[config.mk]
export PLATFORM = sky130hd
export DESIGN_NAME = fcw_fifo
export DESIGN_NICKNAME = d
export VERILOG_FILES = /design/src/sv/fcw_pkg.sv /design/src/sv/fcw_fifo.sv
export SDC_FILE = /design/constraint.sdc
export NUM_CORES = 1
export LEC_CHECK = 0
export ABC_CLOCK_PERIOD_IN_PS = 4800
export CAP_MARGIN = 20
export CORE_MARGIN = 2
export CORE_UTILIZATION = 59
export CTS_CLUSTER_SIZE = 40
export DETAILED_ROUTE_END_ITERATION = 6
export DONT_BUFFER_PORTS = 1
export PLACE_DENSITY = 0.75
export SYNTH_ARGS = -nofsm -noshare
export SYNTH_HDL_FRONTEND = slang
export SYNTH_SLANG_ARGS = --single-unit
[constraint.sdc]
create_clock -name clk -period 4.8 [get_ports clk]
set_clock_uncertainty 0.05 [all_clocks]
set_input_delay 1.2 -clock clk [delete_from_list [all_inputs] [get_ports clk]]
set_output_delay 1.2 -clock clk [all_outputs]
set_load 0.05 [all_outputs]
[src/sv/fcw_pkg.sv]
// ---------------------------------------------------------------------------
// fcw_pkg
// Shared types, constants and helpers for the FAT12 cluster chain walker.
// ---------------------------------------------------------------------------
package fcw_pkg;

  localparam int FAT_BYTES          = 4608;
  localparam int SECTOR_BYTES       = 512;
  localparam int DATA_SECTOR_OFFSET = 31;

  localparam int INDEX_W   = 13;
  localparam int BYTE_W    = 8;
  localparam int CLUSTER_W = 12;
  localparam int SIZE_W    = 21;
  localparam int SECTOR_W  = 13;
  localparam int COUNT_W   = 10;
  localparam int FAT_ADDR_W = $clog2(FAT_BYTES);

  localparam int IN_DATA_W  = 56;
  localparam int OUT_DATA_W = 24;

  localparam int QUEUE_DEPTH = 2;
  localparam int QUEUE_PTR_W = $clog2(QUEUE_DEPTH);
  localparam int QUEUE_CNT_W = $clog2(QUEUE_DEPTH + 1);

  localparam logic [CLUSTER_W-1:0] CLUSTER_FIRST_USABLE = 12'h002;
  localparam logic [CLUSTER_W-1:0] CLUSTER_LAST_USABLE  = 12'hFEF;
  localparam logic [BYTE_W-1:0]    BYTE_BEYOND_TABLE    = 8'hFF;

  typedef enum logic [1:0] {
    ACT_LOAD  = 2'd0,
    ACT_START = 2'd1,
    ACT_NEXT  = 2'd2
  } action_t;

  typedef enum logic [1:0] {
    ST_OK        = 2'd0,
    ST_CHAIN_END = 2'd1,
    ST_NONE      = 2'd2
  } status_t;

  typedef enum logic [1:0] {
    K_LOAD  = 2'd0,
    K_START = 2'd1,
    K_NEXT  = 2'd2
  } cmd_kind_t;

  typedef struct packed {
    cmd_kind_t              kind;
    logic [INDEX_W-1:0]     byte_index;
    logic [BYTE_W-1:0]      byte_value;
    logic                   index_in_table;
    logic [CLUSTER_W-1:0]   first_cluster;
    logic [SIZE_W-1:0]      file_size;
    logic                   size_zero;
    logic                   first_usable;
  } cmd_t;

  function automatic logic cluster_usable(input logic [CLUSTER_W-1:0] c);
    return (c >= CLUSTER_FIRST_USABLE) && (c <= CLUSTER_LAST_USABLE);
  endfunction

endpackage

[src/sv/fcw_fifo.sv]
// ---------------------------------------------------------------------------
// fcw_fifo
// Short command queue between the front and the back.
// ---------------------------------------------------------------------------
module fcw_fifo
  import fcw_pkg::*;
(
  input  logic clk,
  input  logic rst_n,
  input  logic push,
  input  cmd_t wdata,
  output logic full,
  input  logic pop,
  output cmd_t rdata,
  output logic empty
);

  localparam logic [QUEUE_PTR_W-1:0] PTR_LAST = QUEUE_PTR_W'(QUEUE_DEPTH - 1);

  cmd_t                   entry_r [QUEUE_DEPTH];
  logic [QUEUE_PTR_W-1:0] wr_ptr_r, wr_ptr_nxt;
  logic [QUEUE_PTR_W-1:0] rd_ptr_r, rd_ptr_nxt;
  logic [QUEUE_CNT_W-1:0] count_r, count_nxt;
  logic                   do_push, do_pop;

  assign full    = count_r == QUEUE_CNT_W'(QUEUE_DEPTH);
  assign empty   = count_r == '0;
  assign do_push = push && !full;
  assign do_pop  = pop && !empty;
  assign rdata   = entry_r[rd_ptr_r];

  always_comb begin
    wr_ptr_nxt = wr_ptr_r;
    rd_ptr_nxt = rd_ptr_r;
    count_nxt  = count_r;
    if (do_push) begin
      wr_ptr_nxt = (wr_ptr_r == PTR_LAST) ? '0 : wr_ptr_r + 1'b1;
    end
    if (do_pop) begin
      rd_ptr_nxt = (rd_ptr_r == PTR_LAST) ? '0 : rd_ptr_r + 1'b1;
    end
    if (do_push && !do_pop) begin
      count_nxt = count_r + 1'b1;
    end else if (do_pop && !do_push) begin
      count_nxt = count_r - 1'b1;
    end
  end

  always_ff @(posedge clk) begin
    if (!rst_n) begin
      wr_ptr_r <= '0;
      rd_ptr_r <= '0;
      count_r  <= '0;
    end else begin
      wr_ptr_r <= wr_ptr_nxt;
      rd_ptr_r <= rd_ptr_nxt;
      count_r  <= count_nxt;
    end
  end

  always_ff @(posedge clk) begin
    if (do_push) begin
      entry_r[wr_ptr_r] <= wdata;
    end
  end

endmodule

==> Flow_metrics.wiki <==
{| class="wikitable"
! Metric !! Value
|-
| IO Port Bufs || 0
|-
| Clock sink count || 123
|-
| Post-CTS Hold Fix Bufs || 0
|-
| Final routed wire length divided by cell count || 20.9 um
|-
| Antenna fix cells || 0
|-
| Largest net degree at the start of global routing || 36
|-
| Critical path data required time || 3.55 ns
|-
| Setup violations, final || 0
|-
| Cell with the biggest individual delay on the critical path || sky130_fd_sc_hd__dfxtp_2
|-
| First-pass DRT Iterations || 4
|-
| Post-layout total power || 3.68 mW
|-
| CP Max Fanout || 31
|-
| Maximum buffer depth of the clock tree || 2
|-
| Final critical-path share of the clock period || 75.1%
|-
| Worst-case headroom to the max-slew limit || 40.5%
|-
| Ratio of total power to cell area || 702 mW/mm^2
|-
| Max Cap Viol || 0
|-
| Buffer type at the clock tree root || sky130_fd_sc_hd__clkbuf_8
|-
| Class of the tightest hold or removal check || flip-flop to flip-flop
|-
| Vias after detailed routing || 1902
|-
| Post-Layout Cell Count || 337
|-
| Starting density of the core || 61.8%
|-
| Clk_lat worst skew || 0.49 ns
|-
| Vias in the first global route || 2024
|-
| Count of nets left with antenna violations after detail routing || 0
|-
| Syn Nets || 273
|-
| Total routing usage reported by global routing || 17.5%
|-
| Most frequent cells in the layout || sky130_fd_sc_hd__edfxtp_1, sky130_fd_sc_hd__mux2_2, sky130_fd_sc_hd__clkbuf_16
|-
| Leading cell type in the layout, fill and taps excluded || sky130_fd_sc_hd__edfxtp_1
|-
| Count of cells along the worst register-to-register path || 3
|-
| Cell Area, Synth || 0.00453 sq mm
|-
| IO Pins || 124
|-
| Post-CTS sizing || 0
|-
| Critical path, cell by cell || buf_4, mux2_2
|-
| Chip height || 91.6 um
|-
| Relative area change from synthesis to final layout || 15.8%
|-
| Hold endpoint || count_r[1]
|-
| Sequential cell area fraction in the yosys report || 80.5%
|-
| Result of the run || completed
|-
| DR vias/cell || 5.64
|-
| Total overflow reported by the global router || 0
|-
| Reg-to-Reg End || entry_r[1][17]
|-
| Clock transition at the register clock pins on the worst setup and hold paths after CTS || 0.05 ns
|-
| Worst vdd ir || 0.000358 V
|-
| Slew at the pin closest to its max-slew limit || 0.890 ns
|-
| Wire length of the first global-routing pass || 10600 um
|-
| Warnings from Yosys || 0
|-
| Wirelength, routed || 7050 um
|-
| Hold Crit Depth || 2
|-
| Detailed-route DRC error count || 0
|-
| Number of post-CTS setup repair buffers || 0
|-
| Critical R2R Launch || count_r[0]
|-
| Count of unique library cells instantiated by Yosys || 22
|-
| Final critical delay including setup and external delays || 3.60 ns
|-
| Inserted Clock Buffers || 17
|-
| Row count || 31
|-
| Die outline area || 0.00839 sq mm
|-
| Total leakage power || 1.75 nW
|-
| Worst Path Arrival || 2.35 ns
|-
| Unrepaired setup endpoints after global routing || no
|-
| Post-synthesis register bit count || 123
|-
| Hold Crit Start || count_r[1]
|-
| Register-to-register path setup slack || 2.67 ns
|-
| Post-synthesis area per instance || 21.7 sq um
|-
| Category of the worst setup path launch point || flip-flop
|-
| Post-detail-place hpwl || 4770 um
|-
| Maximum operating frequency || 277 MHz
|-
| Final GP Congestion || 0.682
|-
| Drt first-iter violations || 134
|-
| Number of placed instances with taps included || 305
|-
| Endpoint type of the worst setup path || primary output
|-
| Slew Limit Fails || 0
|-
| Width of the die || 91.6 um
|-
| Share of post-route cells with drive strength above 1 || 40.8%
|-
| Antenna violations before repair || 0
|-
| Area of the core || 0.00733 sq mm
|-
| Kind of critical path || flip-flop to primary output
|-
| Count of mapped cells out of synthesis || 209
|-
| Stage delay of the slowest cell on the critical path || 0.87 ns
|-
| Hold violation total from the final report || 0
|-
| # H-tree levels || 4
|-
| Nets || 289
|-
| Clock tree from TritonCTS || yes
|-
| Setup tns final || 0 ns
|-
| Number of inserted filler cells in the final layout || 435
|}
==> kinds of logic after synthesis <==
group           synth area share (%)
mux                             15.5
flops                           80.5
buf+inv                         1.22
compound gates                 0.719
simple gates                    1.22
fa+ha+maj                      0.276
xor+xnor                       0.581
==> flip-flops by register name, summed over array words and instances, names as in the netlist, named ones only <==
name	count
count_r	2
wr_ptr_r	1
rd_ptr_r	1
entry_r	118
==> synthesized netlist by cell type <==
library cell,n,area [sq um]
sky130_fd_sc_hd__a21boi_0,1,7.51
sky130_fd_sc_hd__a21boi_1,1,7.51
sky130_fd_sc_hd__and2_1,3,18.8
sky130_fd_sc_hd__and3_1,1,6.26
sky130_fd_sc_hd__buf_2,5,25.0
sky130_fd_sc_hd__buf_6,2,22.5
sky130_fd_sc_hd__dfxtp_1,5,100
sky130_fd_sc_hd__edfxtp_1,118,3540
sky130_fd_sc_hd__ha_1,1,12.5
sky130_fd_sc_hd__inv_1,1,3.75
sky130_fd_sc_hd__inv_2,1,3.75
sky130_fd_sc_hd__mux2_2,49,552
sky130_fd_sc_hd__mux2_4,10,150
sky130_fd_sc_hd__nand2b_1,1,6.26
sky130_fd_sc_hd__nor2_1,2,7.51
sky130_fd_sc_hd__nor3_2,1,10.0
sky130_fd_sc_hd__o21a_1,1,7.51
sky130_fd_sc_hd__o21ai_0,1,5.00
sky130_fd_sc_hd__o21ai_1,1,5.00
sky130_fd_sc_hd__or3_1,1,6.26
sky130_fd_sc_hd__xnor2_1,2,17.5
sky130_fd_sc_hd__xor2_1,1,8.76
==> where the power goes <==
group          switching [mW]  total (mW)  internal, mW
sequential             0.0797        1.43          1.35
combinational           0.820        1.08         0.261
clock                   0.434        1.17         0.735
total                    1.33        3.68          2.35
==> worst max-delay path, delay by kind of cell, from the launching register on <==
family | cells | cell delay (ns)
muxes | 1 | 0.52
DFF | 1 | 0.87
buffers and inverters | 1 | 0.48
==> worst max-delay path by stage <==
stage                     to  slack (ns)  cells past startpoint
6_report           rdata[16]        1.20                      2
2_1_floorplan  entry_r[0][0]        0.68                      2
5_1_grt            rdata[16]        1.05                      2
3_5_place_dp       rdata[16]        1.66                      2
3_3_place_gp       rdata[16]        1.73                      2
4_1_cts            rdata[16]        1.13                      2
==> metal layers <==
layer  wire (um)  vias up  global-route usage [%]
met2        3840       91                    29.9
met5           0        -                       0
met1        2410      944                    17.7
met4         130        0                    8.71
met3         673       10                    8.55
li1            -      857                       -
==> final cells by class <==
class                           instances  area (sq um)  area share [%]
Timing Repair Buffer                    4          62.6            1.19
Sequential cell                       123          3640            69.6
Clock buffer                           17           414            7.90
Tap cell                               99           124            2.36
Multi-Input combinational cell         77           836            16.0
Clock inverter                         15           151            2.89
Inverter                                2          7.51           0.143
==> per-stage QoR <==
step	instance area [sq um]	hold slack, ns	util (%)	worst slack (ns)
after global placement	4650	0.446	63.4	1.73
final	5240	0.498	71.5	1.20
after global routing	5240	0.532	71.5	1.05
after CTS	5240	0.488	71.5	1.13
after detailed placement	4670	0.479	63.8	1.66
after floorplan	4530	0.433	-	0.685
No activity file was read; power rests on OpenSTA's default activity.
