==> src/sv/fcw_pkg.sv <==
// ---------------------------------------------------------------------------
// fcw_pkg
// Shared types, constants and helpers for the FAT12 cluster chain walker.
// ---------------------------------------------------------------------------
package fcw_pkg;

  localparam int FAT_BYTES          = 4608;
  localparam int SECTOR_BYTES       = 512;
  localparam int DATA_SECTOR_OFFSET = 31;

  localparam int INDEX_W   = 13;
  localparam int BYTE_W    = 8;
  localparam int CLUSTER_W = 12;
  localparam int SIZE_W    = 21;
  localparam int SECTOR_W  = 13;
  localparam int COUNT_W   = 10;
  localparam int FAT_ADDR_W = $clog2(FAT_BYTES);

  localparam int IN_DATA_W  = 56;
  localparam int OUT_DATA_W = 24;

  localparam int QUEUE_DEPTH = 2;
  localparam int QUEUE_PTR_W = $clog2(QUEUE_DEPTH);
  localparam int QUEUE_CNT_W = $clog2(QUEUE_DEPTH + 1);

  localparam logic [CLUSTER_W-1:0] CLUSTER_FIRST_USABLE = 12'h002;
  localparam logic [CLUSTER_W-1:0] CLUSTER_LAST_USABLE  = 12'hFEF;
  localparam logic [BYTE_W-1:0]    BYTE_BEYOND_TABLE    = 8'hFF;

  typedef enum logic [1:0] {
    ACT_LOAD  = 2'd0,
    ACT_START = 2'd1,
    ACT_NEXT  = 2'd2
  } action_t;

  typedef enum logic [1:0] {
    ST_OK        = 2'd0,
    ST_CHAIN_END = 2'd1,
    ST_NONE      = 2'd2
  } status_t;

  typedef enum logic [1:0] {
    K_LOAD  = 2'd0,
    K_START = 2'd1,
    K_NEXT  = 2'd2
  } cmd_kind_t;

  typedef struct packed {
    cmd_kind_t              kind;
    logic [INDEX_W-1:0]     byte_index;
    logic [BYTE_W-1:0]      byte_value;
    logic                   index_in_table;
    logic [CLUSTER_W-1:0]   first_cluster;
    logic [SIZE_W-1:0]      file_size;
    logic                   size_zero;
    logic                   first_usable;
  } cmd_t;

  function automatic logic cluster_usable(input logic [CLUSTER_W-1:0] c);
    return (c >= CLUSTER_FIRST_USABLE) && (c <= CLUSTER_LAST_USABLE);
  endfunction

endpackage

==> src/sv/fcw_front.sv <==
// ---------------------------------------------------------------------------
// fcw_front
// Accepts input words, decodes the action and precomputes range checks.
// ---------------------------------------------------------------------------
module fcw_front
  import fcw_pkg::*;
(
  input  logic                 in_tvalid,
  output logic                 in_tready,
  input  logic [IN_DATA_W-1:0] in_tdata,
  input  logic [1:0]           in_tuser,
  input  logic                 q_full,
  output logic                 q_push,
  output cmd_t                 q_cmd
);

  logic keep;

  assign in_tready = !q_full;

  always_comb begin
    q_cmd.byte_index     = in_tdata[12:0];
    q_cmd.byte_value     = in_tdata[20:13];
    q_cmd.first_cluster  = in_tdata[32:21];
    q_cmd.file_size      = in_tdata[53:33];
    q_cmd.index_in_table = in_tdata[12:0] < INDEX_W'(FAT_BYTES);
    q_cmd.size_zero      = in_tdata[53:33] == '0;
    q_cmd.first_usable   = cluster_usable(in_tdata[32:21]);
    q_cmd.kind           = K_LOAD;
    keep                 = 1'b1;
    case (action_t'(in_tuser))
      ACT_LOAD:  q_cmd.kind = K_LOAD;
      ACT_START: q_cmd.kind = K_START;
      ACT_NEXT:  q_cmd.kind = K_NEXT;
      default:   keep = 1'b0;
    endcase
  end

  assign q_push = in_tvalid && !q_full && keep;

endmodule

==> config.mk <==
export PLATFORM = sky130hd
export DESIGN_NAME = fcw_front
export DESIGN_NICKNAME = d
export VERILOG_FILES = /design/src/sv/fcw_pkg.sv /design/src/sv/fcw_front.sv
export SDC_FILE = /design/constraint.sdc
export NUM_CORES = 1
export LEC_CHECK = 0
export ABC_AREA = 1
export BUFFER_PORTS_ARGS = -buffer_cell sky130_fd_sc_hd__buf_2
export CAP_MARGIN = 20
export CORE_MARGIN = 2
export CORE_UTILIZATION = 26
export DETAILED_ROUTE_END_ITERATION = 16
export PLACE_DENSITY_LB_ADDON = 0.25
export SYNTH_ARGS = -nofsm -noshare
export SYNTH_HDL_FRONTEND = slang
export SYNTH_SLANG_ARGS = --single-unit
==> constraint.sdc <==
create_clock -name vclk -period 0.8
set_input_delay 0.12 -clock vclk [all_inputs]
set_output_delay 0.12 -clock vclk [all_outputs]
set_load 0.02 [all_outputs]
==> out/metrics.csv, run 1 <==
metric;value;unit
synth_compound_area_frac;0.0300;
drive_gt1_frac;0.756;
status;finished with violations;
cap_violations;0;
cpLargestDelayFamily;simple AND/OR/NAND/NOR gates;
total_power;484;uW
synth.distinct_cells;10;
seq_cell_count;0;
worst_pin_slew;155;ps
hpwlAfterDp;1.19;mm
netlist_instances;98;
multi_input_area;213;sq um
finalHoldViolCount;0;
synth-xor-area-share;0;
num_rows;17;
drc;0;
violations;negative setup slack;
cts_hold_buf;0;
layout_common_cells;buf_2, buf_6, nor2_1;
crit_required;680;ps
viasPerCell;4.05;
seqCellArea;0;sq um
start_kind;input pin;
synthAdderAreaFrac;0;
crit_chain;buf_6 > nor2_4 > nand2_2 > nor2_2 > nand2_1 > nor2_2 > buf_6;
postLayoutCellArea;788;sq um
max_freq;1150;MHz
n_fill_cell;239;
final_common_cell;buf_2;
antenna_cells;0;
rsz0062_at_grt;true;
synth.mux.area_fraction;0;
slew_headroom;0.896;
syn_nets;158;
ant_nets;0;
grt_max_degree;4;
grt_pass1_vias;426;
yosys.area_share.simple;0.238;
postCtsSetupBuffers;0;
synth_top_family_by_area;buffers and inverters;
fin_ws;-72.7;ps
fin_crit;873;ps
worstPathArrival;750;ps
slowest_delay;120;ps
syn_to_final_growth;34.9;%
cp_max_fo;2;
cellLeakagePower;0.000457;uW
hp-class;in2out;
postPlaceCellArea;638;sq um
ys_seq_area_frac;0;
whs;240;ps
core_area;0.00217;sq mm
drt-initial-drc-count;1;
worst_setup_path_end_kind;primary output;
ys_warn_count;0;
grt_usage;0.0661;
initial_utilization;0.269;
path_buf_inv;2;
antenna_found_initial;0;
io_pins;121;
powerDensity;614;mW/mm^2
dp_slack;-118;ps
grt_pass1_wl;1.46;mm
slowest_stage;buf_6;
wire_per_inst;8.91;um
drt_pass1_iterations;4;
finalSetupTns;-76.0;ps
netlist_area;584;sq um
setup-violations-final;2;
nClkBuffers;0;
die_width;51.4;um
num_vias;628;
layout.nets;189;
period_share;1.09;
slew_viol_final;0;
synth.avg_cell_area;5.96;sq um
peakVddDrop;0.297;mV
wl;1.38;mm
gp_congestion;0.608;
die-area;0.00264;sq mm
port_buffers;83;
globalRouteOverflowTotal;0;
die_h;51.4;um
criticalPathCategory;in2out;
-- through the flow --
step / instances / utilization
3_3_place_gp: 155 / 0.294
2_1_floorplan: 98 / -
5_1_grt: 155 / 0.363
4_1_cts: 155 / 0.302
3_5_place_dp: 155 / 0.294
6_report: 155 / 0.363
-- synthesized netlist by cell type --
| cell | n | area, sq um |
|---|---|---|
| nor3_1 | 1 | 5.00 |
| a21oi_1 | 2 | 10.0 |
| o31ai_1 | 1 | 7.51 |
| nand4_1 | 1 | 6.26 |
| nand2_1 | 11 | 41.3 |
| inv_1 | 6 | 22.5 |
| nor2_1 | 20 | 75.1 |
| buf_4 | 54 | 405 |
| nand3_1 | 1 | 5.00 |
| nor2_2 | 1 | 6.26 |
-- report_power, final --
| part | leakage [uW] | switching (uW) | total (uW) | internal [uW] |
|---|---|---|---|---|
| Combinational | 0.000457 | 268 | 484 | 216 |
| Sequential | 0 | 0 | 0 | 0 |
| Clock | 0 | 0 | 0 | 0 |
| Total | 0.000457 | 268 | 484 | 216 |
-- timing repair --
| item | 4_1_cts | 5_1_grt |
|---|---|---|
| hold endpoints to repair | 0 | 0 |
| gates resized for setup | 4 | 30 |
| endpoints found under the setup margin | 2 | 2 |
| pin swaps | 1 | 17 |
-- layout make-up --
| class | count | share of cell area |
|---|---|---|
| inverter | 6 | 0.0286 |
| tap | 28 | 0.0444 |
| timing repair buffer | 83 | 0.657 |
| multi-input combinational | 38 | 0.270 |
-- layer usage --
| metal | up-vias | track usage | wire [um] |
|---|---|---|---|
| met4 | 0 | 0.0175 | 10 |
| li1 | 303 | - | - |
| met3 | 6 | 0.0322 | 285 |
| met1 | 258 | 0.0474 | 349 |
| met5 | - | 0 | 0 |
| met2 | 61 | 0.143 | 735 |
-- cell families after synthesis --
kind of cell    after synthesis
compound gates                3
buf+inv                      60
simple gates                 35
-- path summary, 6_finish.rpt --
check / start / endpoint / slack, ps / depth (start not counted)
max: in_tdata[47] / q_cmd[1] / -70 / 7
min: in_tdata[1] / q_cmd[45] / 240 / 0
(Power assumes the default switching activity.)
==> run 2: changes to the inputs <==
- TNS_END_PERCENT: unset -> 30
==> out/metrics.csv, run 2 (synthesis results as in run 1) <==
metric;value;unit;change
status;finished with violations;;unchanged
violations;negative setup slack;;unchanged
hp-class;in2out;;unchanged
drt-initial-drc-count;5;;was 1
layout_common_cells;buf_2, nor2_1, buf_6;;was buf_2, buf_6, nor2_1
viasPerCell;4.06;;was 4.05
wire_per_inst;9.18;um;was 8.91 um
powerDensity;612;mW/mm^2;was 614 mW/mm^2
start_kind;input pin;;unchanged
die-area;0.00264;sq mm;unchanged
criticalPathCategory;in2out;;unchanged
io_pins;121;;unchanged
num_rows;17;;unchanged
hpwlAfterDp;1.19;mm;about the same
setup-violations-final;2;;unchanged
period_share;1.15;;was 1.09
drc;0;;unchanged
worstPathArrival;800;ps;was 750 ps
slew_headroom;0.884;;was 0.896
cts_hold_buf;0;;unchanged
ant_nets;0;;unchanged
seqCellArea;0;sq um;unchanged
cellLeakagePower;0.000450;uW;was 0.000457 uW
worst_setup_path_end_kind;primary output;;unchanged
finalSetupTns;-162;ps;was -76.0 ps
fin_ws;-118;ps;was -72.7 ps
syn_to_final_growth;32.1;%;was 34.9%
postLayoutCellArea;772;sq um;was 788 sq um
antenna_cells;0;;unchanged
grt_usage;0.0800;;was 0.0661
postCtsSetupBuffers;0;;unchanged
grt_max_degree;4;;unchanged
die_width;51.4;um;unchanged
cap_violations;0;;unchanged
n_fill_cell;240;;was 239
peakVddDrop;0.270;mV;was 0.297 mV
dp_slack;-130;ps;was -118 ps
nClkBuffers;0;;unchanged
crit_required;680;ps;about the same
wl;1.42;mm;was 1.38 mm
postPlaceCellArea;634;sq um;was 638 sq um
core_area;0.00217;sq mm;unchanged
globalRouteOverflowTotal;0;;unchanged
drt_pass1_iterations;4;;unchanged
initial_utilization;0.269;;unchanged
port_buffers;83;;unchanged
fin_crit;918;ps;was 873 ps
final_common_cell;buf_2;;unchanged
cp_max_fo;2;;unchanged
finalHoldViolCount;0;;unchanged
layout.nets;189;;unchanged
drive_gt1_frac;0.756;;unchanged
worst_pin_slew;174;ps;was 155 ps
rsz0062_at_grt;true;;unchanged
grt_pass1_vias;498;;was 426
max_freq;1090;MHz;was 1150 MHz
grt_pass1_wl;1.77;mm;was 1.46 mm
seq_cell_count;0;;unchanged
whs;240;ps;unchanged
num_vias;629;;was 628
die_h;51.4;um;unchanged
antenna_found_initial;0;;unchanged
gp_congestion;0.602;;was 0.608
slew_viol_final;0;;unchanged
-- run 2: cell counts in the layout (fill, tap and decap cells not counted) --
No cell type changed its count.
-- run 2: final timing paths --
path | startpoint | to | slack [ps] | cells past startpoint
worst max-delay path | in_tdata[41] | q_cmd[1] | -120 | 7
worst min-delay path | in_tdata[14] | q_cmd[37] | 240 | 0
-- run 2: worst max-delay path, stage by stage --
cell	delay (ps)
buf_6	100
nor2_2	100
nand2_1	70
nor2_2	120
nand2_2	80
nor2_4	100
buf_6	120
-- run 2: where the power goes --
part	internal (uW)	switching, uW	leakage [uW]
clock	0	0	0
sequential	0	0	0
combinational	205	268	0.000450
total	205	268	0.000450
-- run 2: per-stage QoR --
stage	utilization	instances	total power, uW
2_1_floorplan	-	98	451
6_report	0.356	155	473
4_1_cts	0.294	155	413
3_3_place_gp	0.292	155	408
5_1_grt	0.356	155	507
3_5_place_dp	0.292	155	412
-- run 2: area by class of cell --
class / instances / area [sq um] / area share
tap: 28 / 35.0 / 0.0454
timing repair buffer: 83 / 495 / 0.642
multi-input combinational: 38 / 219 / 0.284
inverter: 6 / 22.5 / 0.0292
-- run 2: timing repair --
item | in CTS | in global routing
pin swaps | 0 | 15
resized for setup | 1 | 32
setup endpoints to repair | 2 | 3
-- run 2: routing by layer --
| metal | wire length, um | global-route usage |
|---|---|---|
| met1 | 365 | 0.0667 |
| met2 | 795 | 0.175 |
| met3 | 227 | 0.0205 |
| met4 | 34 | 0.0219 |
| met5 | 0 | 0 |
==> run 3: changes to the inputs <==
--- a/config.mk
+++ b/config.mk
@@ -13,3 +13,3 @@
 export DETAILED_ROUTE_END_ITERATION = 16
-export PLACE_DENSITY_LB_ADDON = 0.25
+export PLACE_DENSITY_LB_ADDON = 0.05
 export SYNTH_ARGS = -nofsm -noshare
==> constraint.sdc (replaced) <==
create_clock -name vclk -period 0.98
set_input_delay 0.147 -clock vclk [all_inputs]
set_output_delay 0.147 -clock vclk [all_outputs]
set_load 0.005 [all_outputs]
==> out/metrics.csv, run 3 (synthesis results as in run 1) <==
metric;value;unit;change
drt_pass1_iterations;4;;unchanged
hp-class;in2out;;unchanged
period_share;0.929;;
setup-violations-final;0;;was 2
nClkBuffers;0;;unchanged
grt_max_degree;4;;unchanged
antenna_found_initial;0;;unchanged
layout_common_cells;buf_2, nor2_1, nand2_1;;was buf_2, nor2_1, buf_6
worst_pin_slew;170;ps;was 174 ps
grt_pass1_vias;457;;was 498
hpwlAfterDp;1.07;mm;was 1.19 mm
grt_usage;0.0703;;was 0.0800
powerDensity;363;mW/mm^2;was 612 mW/mm^2
peakVddDrop;0.126;mV;was 0.270 mV
crit_required;830;ps;was 680 ps
wire_per_inst;7.65;um;was 9.18 um
cp_max_fo;2;;unchanged
wl;1.19;mm;was 1.42 mm
num_vias;604;;was 629
criticalPathCategory;in2out;;unchanged
layout.nets;189;;unchanged
grt_util_met1;0.0825;;was 0.0667
initial_utilization;0.269;;unchanged
seqCellArea;0;sq um;unchanged
postCtsSetupBuffers;0;;unchanged
worst_setup_path_end_kind;primary output;;unchanged
slew_viol_final;0;;unchanged
gp_congestion;0.570;;was 0.602
multi_input_area;181;sq um;was 219 sq um
cellLeakagePower;0.000430;uW;was 0.000450 uW
top_usage_layer;met2;;unchanged
worstPathArrival;760;ps;was 800 ps
seq_cell_count;0;;unchanged
cap_violations;0;;unchanged
whs;294;ps;was 240 ps
post-route-util;0.316;;was 0.356
postPlaceCellArea;629;sq um;was 634 sq um
final_common_cell;buf_2;;unchanged
fin_crit;910;ps;
status;complete, no violations;;was finished with violations
antenna_cells;0;;unchanged
syn_to_final_growth;17.3;%;was 32.1%
viasPerCell;3.90;;was 4.06
slew_headroom;0.886;;was 0.884
die-area;0.00264;sq mm;unchanged
ant_nets;0;;unchanged
die_h;51.4;um;unchanged
met2_usage;0.137;;was 0.175
globalRouteOverflowTotal;0;;unchanged
io_pins;121;;unchanged
core_area;0.00217;sq mm;unchanged
max_freq;1100;MHz;
num_rows;17;;unchanged
drt-initial-drc-count;4;;was 5
drc;0;;unchanged
rsz0062_at_grt;true;;unchanged
grt_pass1_wl;1.57;mm;was 1.77 mm
start_kind;input pin;;unchanged
cts_hold_buf;0;;unchanged
use_met3;0.00585;;was 0.0205
port_buffers;83;;unchanged
postLayoutCellArea;686;sq um;was 772 sq um
n_fill_cell;243;;was 240
finalHoldViolCount;0;;unchanged
die_width;51.4;um;unchanged
drive_gt1_frac;0.693;;was 0.756
run 3: cell count changes in the layout (fill, tap and decap cells not counted), moves of 2 or more:
cell	before	now
buf_4	2	0
nor2_4	6	3
buf_6	12	5
nand2_1	8	11
buf_2	69	78
nand2_2	3	0
nor2_1	12	16
run 3: path summary, 6_finish.rpt:
kind / slack, ps / from / cells past startpoint / endpoint
min: 290 / in_tdata[18] / 0 / q_cmd[41]
max: 70 / in_tdata[44] / 7 / q_cmd[1]
run 3: layout make-up:
type                       instances  area share
timing repair buffer              83       0.651
inverter                           6      0.0328
multi-input combinational         38       0.265
tap                               28      0.0511
run 3: worst max-delay path, cell delays in order:
cell     delay (ps)
buf_2           100
nor2_1          100
nand2_1          60
nor2_1           80
nand2_1          70
nor2_2          100
buf_2           110
run 3: per-stage QoR:
stage	power, uW	std cells	setup slack, ps	TNS, ps
after floorplan	211	98	328	0
after global placement	228	155	63.4	0
after detailed placement	227	155	50.6	0
after CTS	227	155	50.6	0
after global routing	279	155	-12.7	-12.7
final	249	155	69.6	0
run 3: where the power goes:
| part | internal, uW | switching, uW | total (uW) |
|---|---|---|---|
| clock | 0 | 0 | 0 |
| sequential | 0 | 0 | 0 |
| combinational | 144 | 105 | 249 |
| total | 144 | 105 | 249 |
run 3: metal layers:
layer,vias up,share of wire,wire [um]
met4,0,0.0084,10
met1,246,0.35,418
met2,53,0.47,560
met3,4,0.16,195
met5,-,0,0
li1,301,-,-
run 3: timing repair:
action / 4_1_cts / 5_1_grt
endpoints found under the hold margin: 0 / 0
endpoints found under the setup margin: 0 / 1
resized for setup: 0 / 12
